<file path="config.mk">
export PLATFORM = sky130hd
export DESIGN_NAME = timer_deadline_heap_flat
export DESIGN_NICKNAME = d
export VERILOG_FILES = /design/src/rtl/tdh_pkg.sv /design/src/rtl/tdh_if.sv /design/src/rtl/timer_deadline_heap.sv /design/src/rtl/tdh_ram.sv /design/src/flat_wrapper.sv
export SDC_FILE = /design/constraint.sdc
export NUM_CORES = 2
export LEC_CHECK = 0
export BUFFER_PORTS_ARGS = -buffer_cell sky130_fd_sc_hd__buf_2
export CAP_MARGIN = 20
export CORE_AREA = 2 2 497 499
export DETAILED_ROUTE_END_ITERATION = 10
export DIE_AREA = 0 0 499 501
export PLACE_DENSITY = 0.66
export SYNTH_ARGS = -nofsm -noshare
export SYNTH_HDL_FRONTEND = slang
export SYNTH_SLANG_ARGS = --single-unit
</file>
<file path="constraint.sdc">
create_clock -name clk -period 19.2 [get_ports clk]
set_input_delay 0.96 -clock clk [delete_from_list [all_inputs] [get_ports clk]]
set_output_delay 0.96 -clock clk [all_outputs]
set_load 0.005 [all_outputs]
</file>
<file path="src/rtl/tdh_pkg.sv">
// Shared constants, codes and types of the timer deadline heap.
`default_nettype none
package tdh_pkg;
  localparam int CAPACITY_DEF  = 32;
  localparam int TIME_BITS_DEF = 48;
  localparam int TAG_BITS_DEF  = 8;
  localparam int STAMP_BITS    = 16;
  localparam int MAX_RESULTS   = 32;
  localparam int COUNT_OUT_W   = 6;
  localparam int RES_W         = 6;

  typedef enum logic [1:0] {
    OP_ENQ    = 2'd0,
    OP_TICK   = 2'd1,
    OP_CANCEL = 2'd2,
    OP_NONE   = 2'd3
  } opcode_t;

  typedef enum logic [2:0] {
    ST_ENQUEUED  = 3'd0,
    ST_REJECTED  = 3'd1,
    ST_DUE       = 3'd2,
    ST_CANCELLED = 3'd3,
    ST_NOTFOUND  = 3'd4,
    ST_NOTHING   = 3'd5
  } status_t;
endpackage
`default_nettype wire

</file>
<file path="src/rtl/tdh_if.sv">
// Valid/ready channel interfaces for timer requests and timer results.
`default_nettype none
interface tdh_in_if #(
  parameter int TIME_BITS = tdh_pkg::TIME_BITS_DEF,
  parameter int TAG_BITS  = tdh_pkg::TAG_BITS_DEF
);
  logic                 valid;
  logic                 ready;
  logic [1:0]           opcode;
  logic [TAG_BITS-1:0]  timer_tag;
  logic [TIME_BITS-1:0] due_time;
  logic [TIME_BITS-1:0] now_time;
  modport source (output valid, opcode, timer_tag, due_time, now_time, input ready);
  modport sink (input valid, opcode, timer_tag, due_time, now_time, output ready);
endinterface

interface tdh_out_if #(
  parameter int TIME_BITS = tdh_pkg::TIME_BITS_DEF,
  parameter int TAG_BITS  = tdh_pkg::TAG_BITS_DEF
);
  logic                               valid;
  logic                               ready;
  logic [2:0]                         status;
  logic [TAG_BITS-1:0]                out_tag;
  logic [TIME_BITS-1:0]               earliest_pending;
  logic [tdh_pkg::COUNT_OUT_W-1:0]    pending_count;
  logic                               last;
  modport source (output valid, status, out_tag, earliest_pending, pending_count, last,
                  input ready);
  modport sink (input valid, status, out_tag, earliest_pending, pending_count, last,
                output ready);
endinterface
`default_nettype wire

</file>
<file path="src/rtl/timer_deadline_heap.sv">
// Top level of the timer deadline heap: sequencer around a binary min-heap store.
//
// Requests arrive on in_ch (opcode, timer_tag, due_time, now_time) and results
// leave on out_ch (status, out_tag, earliest_pending, pending_count, last).
// The block takes one request at a time; in_ch.ready is high only while idle.
// Every heap step goes through the entry store, whose read data is registered,
// so each compare step of a sift has an address state and a compare state.
// Enqueue: a sift up from the new last slot if there is room, then one result.
// Tick: a single result of status nothing when nothing is due, else a pop and a
// sift down per released timer; the last result of the tick carries last = 1.
// Cancel: a compaction scan over the queued entries, then a rebuild of the
// heap from the middle down, one sift per inner node.
// Results sit in an output register; while the receiver stalls, the sequencer
// holds at the point of the next transfer and resumes when the register frees.
// A synchronous reset empties the heap and restarts the insertion stamp; the
// entry store itself is not cleared, as only entries below the count are read.
`default_nettype none
module timer_deadline_heap #(
  parameter int CAPACITY  = tdh_pkg::CAPACITY_DEF,
  parameter int TIME_BITS = tdh_pkg::TIME_BITS_DEF,
  parameter int TAG_BITS  = tdh_pkg::TAG_BITS_DEF
) (
  input wire logic clk,
  input wire logic rst,
  tdh_in_if.sink   in_ch,
  tdh_out_if.source out_ch
);
  localparam int SB = tdh_pkg::STAMP_BITS;
  localparam int IW = $clog2(CAPACITY);
  localparam int CW = $clog2(CAPACITY + 1);
  localparam int XW = IW + 2;
  localparam int EW = TIME_BITS + TAG_BITS + SB;
  localparam int RW = tdh_pkg::RES_W;

  typedef enum logic [11:0] {
    S_IDLE    = 12'b000000000001,
    S_UP      = 12'b000000000010,
    S_UP_W    = 12'b000000000100,
    S_DN      = 12'b000000001000,
    S_DN_W    = 12'b000000010000,
    S_CS      = 12'b000000100000,
    S_CS_W    = 12'b000001000000,
    S_HP      = 12'b000010000000,
    S_HP_W    = 12'b000100000000,
    S_POP_W   = 12'b001000000000,
    S_TOP_RD  = 12'b010000000000,
    S_TOP_CHK = 12'b100000000000
  } state_t;

  function automatic logic [TIME_BITS-1:0] e_dl(input logic [EW-1:0] e);
    return e[EW-1 -: TIME_BITS];
  endfunction

  function automatic logic [TAG_BITS-1:0] e_tag(input logic [EW-1:0] e);
    return e[SB +: TAG_BITS];
  endfunction

  function automatic logic key_less(input logic [EW-1:0] a, input logic [EW-1:0] b);
    logic [SB-1:0] d;
    d = a[SB-1:0] - b[SB-1:0];
    if (e_dl(a) != e_dl(b)) begin
      return e_dl(a) < e_dl(b);
    end
    return d[SB-1];
  endfunction

  state_t state, state_next;
  logic [CW-1:0] count, count_next;
  logic [SB-1:0] seq, seq_next;
  logic [IW-1:0] idx, idx_next;
  logic [IW-1:0] hp_idx, hp_idx_next;
  logic [CW-1:0] keep, keep_next;
  logic [CW-1:0] scan, scan_next;
  logic [RW-1:0] nres, nres_next;
  logic found, found_next;
  logic op_tick, op_tick_next;
  logic pend, pend_next;
  tdh_pkg::status_t pend_status, pend_status_next;
  logic [TAG_BITS-1:0] pend_tag, pend_tag_next;
  logic [EW-1:0] cur, cur_next;
  logic [TAG_BITS-1:0] tag_r, tag_r_next;
  logic [TIME_BITS-1:0] now_r, now_r_next;

  logic out_valid, out_valid_next;
  tdh_pkg::status_t o_status, o_status_next;
  logic [TAG_BITS-1:0] o_tag, o_tag_next;
  logic [TIME_BITS-1:0] o_early, o_early_next;
  logic [tdh_pkg::COUNT_OUT_W-1:0] o_count, o_count_next;
  logic o_last, o_last_next;

  logic we;
  logic [IW-1:0] waddr, raddr_a, raddr_b;
  logic [EW-1:0] wdata, rda, rdb;

  tdh_ram #(.DEPTH(CAPACITY), .WIDTH(EW)) u_ram (
    .clk(clk), .we(we), .waddr(waddr), .wdata(wdata),
    .raddr_a(raddr_a), .raddr_b(raddr_b), .rdata_a(rda), .rdata_b(rdb)
  );

  logic in_fire, out_free, top_ok, due, m_right;
  logic [XW-1:0] lidx, ridx;
  logic [IW-1:0] pidx, m_idx;
  logic [EW-1:0] m_e;
  logic [CW-1:0] count_dec;

  assign in_ch.ready = (state == S_IDLE);
  assign in_fire = in_ch.valid && in_ch.ready;
  assign out_free = !out_valid || out_ch.ready;
  assign lidx = (XW'(idx) << 1) + XW'(1);
  assign ridx = lidx + XW'(1);
  assign pidx = (idx - IW'(1)) >> 1;
  assign m_right = (ridx < XW'(count)) && key_less(rdb, rda);
  assign m_e = m_right ? rdb : rda;
  assign m_idx = m_right ? ridx[IW-1:0] : lidx[IW-1:0];
  assign top_ok = (count != '0);
  assign due = op_tick && (nres < RW'(tdh_pkg::MAX_RESULTS)) && top_ok &&
               (e_dl(rda) <= now_r);
  assign count_dec = count - CW'(1);

  assign out_ch.valid = out_valid;
  assign out_ch.status = o_status;
  assign out_ch.out_tag = o_tag;
  assign out_ch.earliest_pending = o_early;
  assign out_ch.pending_count = o_count;
  assign out_ch.last = o_last;

  always_comb begin
    state_next = state;
    count_next = count;
    seq_next = seq;
    idx_next = idx;
    hp_idx_next = hp_idx;
    keep_next = keep;
    scan_next = scan;
    nres_next = nres;
    found_next = found;
    op_tick_next = op_tick;
    pend_next = pend;
    pend_status_next = pend_status;
    pend_tag_next = pend_tag;
    cur_next = cur;
    tag_r_next = tag_r;
    now_r_next = now_r;
    out_valid_next = out_valid && !out_ch.ready;
    o_status_next = o_status;
    o_tag_next = o_tag;
    o_early_next = o_early;
    o_count_next = o_count;
    o_last_next = o_last;
    we = 1'b0;
    waddr = idx;
    wdata = cur;
    raddr_a = '0;
    raddr_b = '0;

    case (state)
      S_IDLE: begin
        if (in_fire) begin
          case (tdh_pkg::opcode_t'(in_ch.opcode))
            tdh_pkg::OP_ENQ: begin
              op_tick_next = 1'b0;
              pend_next = 1'b1;
              pend_tag_next = in_ch.timer_tag;
              if (count >= CW'(CAPACITY)) begin
                pend_status_next = tdh_pkg::ST_REJECTED;
                state_next = S_TOP_RD;
              end else begin
                pend_status_next = tdh_pkg::ST_ENQUEUED;
                cur_next = {in_ch.due_time, in_ch.timer_tag, seq};
                seq_next = seq + SB'(1);
                idx_next = count[IW-1:0];
                count_next = count + CW'(1);
                state_next = S_UP;
              end
            end
            tdh_pkg::OP_TICK: begin
              op_tick_next = 1'b1;
              now_r_next = in_ch.now_time;
              nres_next = '0;
              pend_next = 1'b0;
              state_next = S_TOP_RD;
            end
            tdh_pkg::OP_CANCEL: begin
              op_tick_next = 1'b0;
              tag_r_next = in_ch.timer_tag;
              scan_next = '0;
              keep_next = '0;
              found_next = 1'b0;
              state_next = S_CS;
            end
            default: begin
              state_next = S_IDLE;
            end
          endcase
        end
      end
      S_UP: begin
        if (idx == '0) begin
          we = 1'b1;
          state_next = S_TOP_RD;
        end else begin
          raddr_a = pidx;
          state_next = S_UP_W;
        end
      end
      S_UP_W: begin
        we = 1'b1;
        if (key_less(cur, rda)) begin
          wdata = rda;
          idx_next = pidx;
          state_next = S_UP;
        end else begin
          state_next = S_TOP_RD;
        end
      end
      S_DN: begin
        raddr_a = lidx[IW-1:0];
        raddr_b = ridx[IW-1:0];
        if (lidx >= XW'(count)) begin
          we = 1'b1;
          if (op_tick || hp_idx == '0) begin
            state_next = S_TOP_RD;
          end else begin
            hp_idx_next = hp_idx - IW'(1);
            state_next = S_HP;
          end
        end else begin
          state_next = S_DN_W;
        end
      end
      S_DN_W: begin
        we = 1'b1;
        if (key_less(m_e, cur)) begin
          wdata = m_e;
          idx_next = m_idx;
          state_next = S_DN;
        end else if (op_tick || hp_idx == '0) begin
          state_next = S_TOP_RD;
        end else begin
          hp_idx_next = hp_idx - IW'(1);
          state_next = S_HP;
        end
      end
      S_CS: begin
        raddr_a = scan[IW-1:0];
        if (scan < count) begin
          state_next = S_CS_W;
        end else begin
          pend_next = 1'b1;
          pend_tag_next = tag_r;
          if (found) begin
            count_next = keep;
            hp_idx_next = IW'(keep >> 1);
            pend_status_next = tdh_pkg::ST_CANCELLED;
            state_next = S_HP;
          end else begin
            pend_status_next = tdh_pkg::ST_NOTFOUND;
            state_next = S_TOP_RD;
          end
        end
      end
      S_CS_W: begin
        if (e_tag(rda) == tag_r) begin
          found_next = 1'b1;
        end else begin
          we = 1'b1;
          waddr = keep[IW-1:0];
          wdata = rda;
          keep_next = keep + CW'(1);
        end
        scan_next = scan + CW'(1);
        state_next = S_CS;
      end
      S_HP: begin
        raddr_a = hp_idx;
        state_next = S_HP_W;
      end
      S_HP_W: begin
        cur_next = rda;
        idx_next = hp_idx;
        state_next = S_DN;
      end
      S_POP_W: begin
        cur_next = rda;
        idx_next = '0;
        state_next = S_DN;
      end
      S_TOP_RD: begin
        raddr_a = '0;
        state_next = S_TOP_CHK;
      end
      S_TOP_CHK: begin
        // A pop reads the slot that the last entry leaves; while the state holds,
        // the top entry stays on the read port.
        raddr_a = (due && (!pend || out_free)) ? count_dec[IW-1:0] : '0;
        if (pend) begin
          if (out_free) begin
            out_valid_next = 1'b1;
            o_status_next = pend_status;
            o_tag_next = pend_tag;
            o_early_next = top_ok ? e_dl(rda) : '1;
            o_count_next = tdh_pkg::COUNT_OUT_W'(count);
            o_last_next = !due;
            pend_next = 1'b0;
            state_next = S_IDLE;
          end
        end else if (!due && out_free) begin
          out_valid_next = 1'b1;
          o_status_next = tdh_pkg::ST_NOTHING;
          o_tag_next = '0;
          o_early_next = top_ok ? e_dl(rda) : '1;
          o_count_next = tdh_pkg::COUNT_OUT_W'(count);
          o_last_next = 1'b1;
          state_next = S_IDLE;
        end
        if (due && (!pend || out_free)) begin
          pend_next = 1'b1;
          pend_status_next = tdh_pkg::ST_DUE;
          pend_tag_next = e_tag(rda);
          count_next = count_dec;
          nres_next = nres + RW'(1);
          state_next = (count_dec != '0) ? S_POP_W : S_TOP_RD;
        end
      end
      default: begin
        state_next = S_IDLE;
      end
    endcase
  end

  always_ff @(posedge clk) begin
    if (rst) begin
      state <= S_IDLE;
      count <= '0;
      seq <= '0;
      pend <= 1'b0;
      out_valid <= 1'b0;
    end else begin
      state <= state_next;
      count <= count_next;
      seq <= seq_next;
      pend <= pend_next;
      out_valid <= out_valid_next;
    end
    idx <= idx_next;
    hp_idx <= hp_idx_next;
    keep <= keep_next;
    scan <= scan_next;
    nres <= nres_next;
    found <= found_next;
    op_tick <= op_tick_next;
    pend_status <= pend_status_next;
    pend_tag <= pend_tag_next;
    cur <= cur_next;
    tag_r <= tag_r_next;
    now_r <= now_r_next;
    o_status <= o_status_next;
    o_tag <= o_tag_next;
    o_early <= o_early_next;
    o_count <= o_count_next;
    o_last <= o_last_next;
  end
endmodule
`default_nettype wire

</file>
<file path="src/rtl/tdh_ram.sv">
// Heap entry store: one write port and two registered read ports.
`default_nettype none
module tdh_ram #(
  parameter int DEPTH = tdh_pkg::CAPACITY_DEF,
  parameter int WIDTH = tdh_pkg::TIME_BITS_DEF + tdh_pkg::TAG_BITS_DEF + tdh_pkg::STAMP_BITS
) (
  input  wire logic                     clk,
  input  wire logic                     we,
  input  wire logic [$clog2(DEPTH)-1:0] waddr,
  input  wire logic [WIDTH-1:0]         wdata,
  input  wire logic [$clog2(DEPTH)-1:0] raddr_a,
  input  wire logic [$clog2(DEPTH)-1:0] raddr_b,
  output logic [WIDTH-1:0]              rdata_a,
  output logic [WIDTH-1:0]              rdata_b
);
  logic [WIDTH-1:0] mem [DEPTH];

  always_ff @(posedge clk) begin
    if (we) begin
      mem[waddr] <= wdata;
    end
    rdata_a <= mem[raddr_a];
    rdata_b <= mem[raddr_b];
  end
endmodule
`default_nettype wire

</file>
<file path="src/flat_wrapper.sv">
// flat-port wrapper written by rule: the top's interface ports become plain ports
module timer_deadline_heap_flat 
#(
  parameter int CAPACITY  = tdh_pkg::CAPACITY_DEF,
  parameter int TIME_BITS = tdh_pkg::TIME_BITS_DEF,
  parameter int TAG_BITS  = tdh_pkg::TAG_BITS_DEF
)
  (clk, rst, in_ch_valid, in_ch_opcode, in_ch_timer_tag, in_ch_due_time, in_ch_now_time, in_ch_ready, out_ch_valid, out_ch_status, out_ch_out_tag, out_ch_earliest_pending, out_ch_pending_count, out_ch_last, out_ch_ready);
  tdh_in_if #(.TIME_BITS(TIME_BITS), .TAG_BITS(TAG_BITS)) in_ch_i ();
  tdh_out_if #(.TIME_BITS(TIME_BITS), .TAG_BITS(TAG_BITS)) out_ch_i ();
  input wire logic clk;
  input wire logic rst;
  input wire logic [$bits(in_ch_i.valid)-1:0] in_ch_valid;
  input wire logic [$bits(in_ch_i.opcode)-1:0] in_ch_opcode;
  input wire logic [$bits(in_ch_i.timer_tag)-1:0] in_ch_timer_tag;
  input wire logic [$bits(in_ch_i.due_time)-1:0] in_ch_due_time;
  input wire logic [$bits(in_ch_i.now_time)-1:0] in_ch_now_time;
  output wire logic [$bits(in_ch_i.ready)-1:0] in_ch_ready;
  output wire logic [$bits(out_ch_i.valid)-1:0] out_ch_valid;
  output wire logic [$bits(out_ch_i.status)-1:0] out_ch_status;
  output wire logic [$bits(out_ch_i.out_tag)-1:0] out_ch_out_tag;
  output wire logic [$bits(out_ch_i.earliest_pending)-1:0] out_ch_earliest_pending;
  output wire logic [$bits(out_ch_i.pending_count)-1:0] out_ch_pending_count;
  output wire logic [$bits(out_ch_i.last)-1:0] out_ch_last;
  input wire logic [$bits(out_ch_i.ready)-1:0] out_ch_ready;
  assign in_ch_i.valid = in_ch_valid;
  assign in_ch_i.opcode = in_ch_opcode;
  assign in_ch_i.timer_tag = in_ch_timer_tag;
  assign in_ch_i.due_time = in_ch_due_time;
  assign in_ch_i.now_time = in_ch_now_time;
  assign in_ch_ready = in_ch_i.ready;
  assign out_ch_valid = out_ch_i.valid;
  assign out_ch_status = out_ch_i.status;
  assign out_ch_out_tag = out_ch_i.out_tag;
  assign out_ch_earliest_pending = out_ch_i.earliest_pending;
  assign out_ch_pending_count = out_ch_i.pending_count;
  assign out_ch_last = out_ch_i.last;
  assign out_ch_i.ready = out_ch_ready;
  timer_deadline_heap #(.CAPACITY(CAPACITY), .TIME_BITS(TIME_BITS), .TAG_BITS(TAG_BITS)) u_core (.clk(clk), .rst(rst), .in_ch(in_ch_i), .out_ch(out_ch_i));
endmodule
</file>
Word level (Yosys, flattened, before mapping)
Memories as Yosys holds them, arrays and structs flattened. A register that Yosys moved wholly into a read port is not among the register bits. Cells that the tools add are included.

RAM bits: 2304. Flip-flop bits (word level): 271. Memories kept: 1. Output and inout port bits: 68. Word-level logic and storage cells: 252.

Memories: u_core.u_ram.mem (words 32, bits a word 72, rd ports 2, clocked after memory_dff 2, write ports 1, line tdh_ram.sv:16) `logic [WIDTH-1:0] mem [DEPTH];`.

Equal/unequal tests: 36. Order comparisons: 9. $add $sub $neg: 13. Bitwise gates (word level): 1. Multiplexer cells: 123. Reductions and logical operators: 47.

Operators by type and width (number): 72-bit 2-to-1 mux (7); 72-bit case mux with 3 select lines (1); 48-bit 2-to-1 mux (4); 48-bit < comparator (3); 48-bit != test (3); 72-bit case mux with 2 select lines (1); 12-bit case mux with 11 select lines (1); 6-bit 2-to-1 mux (15); 11-bit 2-to-1 mux (8); 5-bit 2-to-1 mux (15); 12-bit 2-to-1 mux (6); 8-bit 2-to-1 mux (7); 5-bit case mux with 5 select lines (2); 48-bit <= comparator (1); 16-bit subtractor (3); 6-bit case mux with 2 select lines (3); 1-bit 2-to-1 mux (34); 11-bit case mux with 3 select lines (1); 6-bit by 1-bit adder with 6-bit output (second input constant) (4); 3-bit 2-to-1 mux (8); 8-bit case mux with 3 select lines (1); 4-bit AND reduction (6); 2-bit != test (second input constant) (9); 6-bit case mux with 3 select lines (1); other kinds (50) (85).

Longest topological paths before layout
Word-level depth: 12. Depth in mapped cells: 31. Depth with buffers taken out: 25.

Hierarchy
From an unflattened synthesis, not the netlist that was laid out.

Cells, all modules: 7069. Area total of the unflattened synthesis: 128299.3 um2.

Modules (own cells, without submodules): tdh_ram (cells each 4983, sequential area each 72069.1 um2, area each 108646.7 um2, times used 1); timer_deadline_heap (cells each 2086, sequential area each 7777.5 um2, area each 19652.6 um2, times used 1).

Worst setup path after synthesis
Ideal clock, no wire load.

Path type: register to register. Start point: reg u_core.idx[1]. End point: mem u_core.u_ram.mem[0][24] (netlist name) (data pin). Setup slack: 11.703 ns. Clock period less this slack: 7.497 ns. Setup time: 0.377 ns. Cell stages (with the launch flop): 32. Arrival time: 7.120 ns. Cells stage by stage: edfxtp_1 ha_1 xnor2_1 inv_1 buf_1 buf_1 ha_1 a21oi_1 nor2b_1 or4_4 a2111oi_2 o41a_2 a21oi_4 clkbuf_1 buf_1 mux2i_1 inv_1 ha_1 nand4_1 nor2_1 nand2_1 or3_1 and3_1 o221ai_1 a41oi_1 nor4bb_1 nand2b_1 o311ai_4 buf_6 buf_2 nand2_1 o211ai_1.

Word-level cells in the longest chain between the ends: 12. Elaborated cells on any way between the ends: 15. Those cells by class: 3 x add/sub; 2 x order compare; 1 x eq/ne; 8 x mux; 1 x reduce/logical.

Ends and longest elaborated chain: from (decl) (line timer_deadline_heap.sv:70) `logic [IW-1:0] idx, idx_next;`; from (signal assigned) (line timer_deadline_heap.sv:345) `idx <= idx_next;`; 6-bit by 1-bit adder with 7-bit output (*) (line timer_deadline_heap.sv:109) `assign lidx = (XW'(idx) << 1) + XW'(1);`; 7-bit by 1-bit adder with 7-bit output (*) (line timer_deadline_heap.sv:110) `assign ridx = lidx + XW'(1);`; 7-bit by 6-bit < comparator with 1-bit output (*) (line timer_deadline_heap.sv:112) `assign m_right = (ridx < XW'(count)) && key_less(rdb, rda);`; 1-bit logical AND (*) (line timer_deadline_heap.sv:112); 72-bit 2-to-1 mux (*) (line timer_deadline_heap.sv:113) `assign m_e = m_right ? rdb : rda;`; branches (longest 5 deep; another with 48-bit < comparator); 72-bit 2-to-1 mux (*) (line timer_deadline_heap.sv:233) `if (key_less(m_e, cur)) begin`; 72-bit case mux with 3 select lines (*) (line timer_deadline_heap.sv:156) `case (state)`; via u_core.u_ram.wdata[24] (line tdh_ram.sv:10) `input wire logic [WIDTH-1:0] wdata,`; to (decl) (line tdh_ram.sv:16).

Mark *: on every way through the listed nets, which the timed path passes. The select of a mux whose other input is x is not followed.

Final worst setup path
Start point: reg u_core.idx[0]. End point: reg u_core.hp_idx[3] (enable).

Word-level cells in the longest chain between the ends: 12. Elaborated cells on any way between the ends: 17. Those cells by class: 3 x add/sub; 3 x order compare; 3 x eq/ne; 6 x mux; 2 x reduce/logical.

Ends and longest elaborated chain: 6-bit by 1-bit adder with 7-bit output (*) (line timer_deadline_heap.sv:109); branches (longest 10 deep; another with 48-bit < comparator); 5-bit AND reduction (no line) (*); to (signal assigned) (line timer_deadline_heap.sv:346) `hp_idx <= hp_idx_next;`; to (decl) (line timer_deadline_heap.sv:71) `logic [IW-1:0] hp_idx, hp_idx_next;`.

Every way passes the cells marked *. The select of a mux whose other input is x is not followed. A chain may end at the register's enable or synchronous reset.

==> results.sh <==
export IMPL_drc=0
export IMPL_critPathMaxFanout=65
export IMPL_worst_slew_pin_slew_ns=1.29
export IMPL_syn_area_per_cell_um2=12.0
export IMPL_rows=182
export IMPL_startpoint_type="flop"
export IMPL_htree_levels=5
export IMPL_rsz0062_at_grt="false"
export IMPL_finalHoldViolations=0
export IMPL_final_min_clock_period_ns=10.00
export IMPL_drive_gt1_share_pct=10.3
export IMPL_area_growth_pct=11.5
export IMPL_post_route_period_util_pct=52.1
export IMPL_routedWlPerCell_um=32.6
export IMPL_setup_tns_final_ns=0
export IMPL_path_buf_inv=5
export IMPL_drv_cap=0
export IMPL_dr_pass1_iters=7
export IMPL_worstHoldPathType="in -> reg"
export IMPL_ys_seq_elements=2719
export IMPL_die_x_um=499
export IMPL_worst_ep_required_time_ns=19.74
export IMPL_synthArstFlopShare_pct=0
export IMPL_cts_buffers=296
export IMPL_clk_pin_slew_ns=0.07
export IMPL_powerDensity_nw_per_um2=93.3
export IMPL_grt_usage_pct=34.6
export IMPL_io_pins=178
export IMPL_post_synth_inst_count=10165
export IMPL_initial_core_util_pct=49.8
export IMPL_cts_sinks=2719
export IMPL_max_clock_path_buffers=4
export IMPL_critPathSlowestCell="clkinv_1"
export IMPL_dieHeight_um=501
export IMPL_num_vias=91966
export IMPL_relSlewSlack_pct=13.1
export IMPL_vias_per_cell=6.73
export IMPL_yosys_warnings=0
export IMPL_routed_wl_um=445000
export IMPL_grt_max_degree=169
export IMPL_grt_util_met3_pct=9.56
export IMPL_antenna_found_initial=22
export IMPL_fillCellCount=19859
export IMPL_post_dp_hpwl_um=241000
export IMPL_yosysUniqueCellTypes=89
export IMPL_grt_pass1_wl_um=621000
export IMPL_peakVddDrop_v=0.000116
export IMPL_hold_ws_ns=0.176
export IMPL_end_kind="flop"
export IMPL_final_util_pct=55.6
export IMPL_leakage_uw=0.0477
export IMPL_syn_cell_area_um2=122000
export IMPL_fin_skew_ns=0.107
export IMPL_ys_seq_area_share_pct=65.4
export IMPL_syn_nets=10534
export IMPL_clk_latency_ns=0.99
export IMPL_multi_input_area_um2=38800
export IMPL_port_buffers=177
export IMPL_grt_pass1_vias=85369
export IMPL_cts_hold_buf=0
export IMPL_setup_viol=0
export IMPL_final_cell_mix="2864 x nand2_1, 2539 x edfxtp_1, 879 x nand3_1, 482 x mux2i_1, 301 x clkbuf_16"
export IMPL_outcome="complete, no violations"
export IMPL_use_met1_pct=48.5
export IMPL_seqCellArea_um2=79800
export IMPL_drt_iter0_markers=17522
export IMPL_dieArea_um2=250000
export IMPL_critPathMaxStageDelay_ns=0.98
export IMPL_synth_top_area_share_pct=62.5
export IMPL_path_class="reg -> reg"
export IMPL_synth_edf_count=2539
export IMPL_cts_tree="done"
export IMPL_gr_total_overflow=0
export IMPL_cts_repair_resized=0
export IMPL_busiest_layer="met2"
export IMPL_routabilityCongestion=0.971
export IMPL_post_cts_buffers=0
export IMPL_ant_nets=0
export IMPL_final_max_slew_viol_count=0
export IMPL_synth_area_leaders="edfxtp_1 62%, nand2_1 8.8%, mux2i_1 4.0%"
export IMPL_nets=10594
export IMPL_max_freq_ghz=0.100
export IMPL_cts_root_buf="clkbuf_16"
export IMPL_cp_arrival_ns=10.54
export IMPL_ys_flop_type="edfxtp_1"
export IMPL_met2_usage_pct=50.1
export IMPL_yosysTopAreaCell="edfxtp_1"
export IMPL_path_delay_family="simple AND/OR/NAND/NOR gates"
export IMPL_final_common_cell="nand2_1"
export IMPL_core_area_um2=245000
## stage by stage
stage | total power [uW] | instances | worst slack [ns] | area, um^2
detailed placement | 7200 | 13143 | 9.31 | 127000
global route | 13000 | 13666 | 8.93 | 136000
floorplan | 6970 | 10165 | 11.70 | 122000
CTS | 12700 | 13661 | 9.30 | 136000
finish | 12700 | 13671 | 9.20 | 136000
global placement | 7190 | 13142 | 9.52 | 127000
## state kept, by name (all words and copies together), names as in the netlist, 3 cells and up
| name | count |
|---|---|
| u_core.count | 6 |
| u_core.cur | 72 |
| u_core.hp_idx | 5 |
| u_core.idx | 5 |
| u_core.keep | 6 |
| u_core.now_r | 48 |
| u_core.nres | 6 |
| u_core.out_ch.earliest_pending | 48 |
| u_core.out_ch.out_tag | 8 |
| u_core.out_ch.pending_count | 6 |
| u_core.out_ch.status | 3 |
| u_core.pend_status | 3 |
| u_core.pend_tag | 8 |
| u_core.scan | 6 |
| u_core.seq | 16 |
| u_core.state | 12 |
| u_core.tag_r | 8 |
| u_core.u_ram.mem | 2304 |
| u_core.u_ram.rdata_a | 72 |
| u_core.u_ram.rdata_b | 72 |
## routing by layer
layer	wire [um]	up-vias
met5	101	-
met4	23700	14
met3	69500	1456
met2	187000	8000
met1	165000	44655
li1	-	37841
## cell usage after synthesis (63+ instances only)
| library cell | n |
|---|---|
| o311ai_0 | 63 |
| edfxtp_1 | 2539 |
| a32oi_1 | 293 |
| mux2i_1 | 482 |
| ha_1 | 259 |
| dfxtp_1 | 180 |
| nand3_1 | 880 |
| o2111ai_1 | 129 |
| a31oi_1 | 67 |
| o211ai_1 | 72 |
| mux2_2 | 114 |
| clkbuf_1 | 427 |
| buf_2 | 155 |
| nand4_1 | 253 |
| nand2_1 | 2871 |
| nor2_1 | 142 |
| a21oi_1 | 170 |
| nand4b_1 | 72 |
| inv_1 | 254 |
| o21ai_0 | 145 |
## cell families after synthesis
| family | count (synthesis) | share of synthesized area (%) |
|---|---|---|
| AO/OA/AOI/OAI | 1146 | 7.00 |
| XOR/XNOR | 52 | 0.373 |
| adder cells (fa/ha/maj) | 259 | 2.66 |
| buffers and inverters | 920 | 3.12 |
| flip-flops | 2719 | 65.4 |
| multiplexers | 621 | 5.47 |
| AND/OR/NAND/NOR | 4448 | 15.9 |
## worst reg2reg max path, delay by kind of cell, from the launching register on
family / cells / cell delay, ns
simple gates: 9 / 3.52
buf+inv: 5 / 2.29
compound gates: 8 / 1.59
fa+ha+maj: 3 / 1.42
mux: 1 / 0.46
flops: 1 / 0.34
## where the power goes
group          switching [uW]  internal, uW  leakage [uW]
combinational             407           168        0.0188
sequential               41.5          6480        0.0243
clock                    2350          3240       0.00458
total                    2800          9890        0.0477
## worst paths after layout
check                              startpoint                          end  slack (ns)  depth (start not counted)
setup / recovery      u_core.idx[0]$_DFFE_PP_   u_core.hp_idx[3]$_DFFE_PP_        9.20                         26
hold reg to reg   u_core.seq[15]$_SDFFE_PP0P_  u_core.seq[15]$_SDFFE_PP0P_        0.49                          2
hold / removal             in_ch_now_time[18]   u_core.now_r[18]$_DFFE_PP_        0.18                          1
setup reg to reg      u_core.idx[0]$_DFFE_PP_   u_core.hp_idx[3]$_DFFE_PP_        9.20                         26
## layout make-up
class / instances / share of cell area (%)
flip-flops and latches: 2719 / 58.7
multi-input cells: 6526 / 28.5
clock buffers: 376 / 5.90
well taps: 3220 / 2.96
repair buffers: 426 / 2.24
clock inverters: 142 / 0.952
inverters: 256 / 0.708
diodes: 6 / 0.0110
Note: power is estimated with default switching activity, not from simulation.
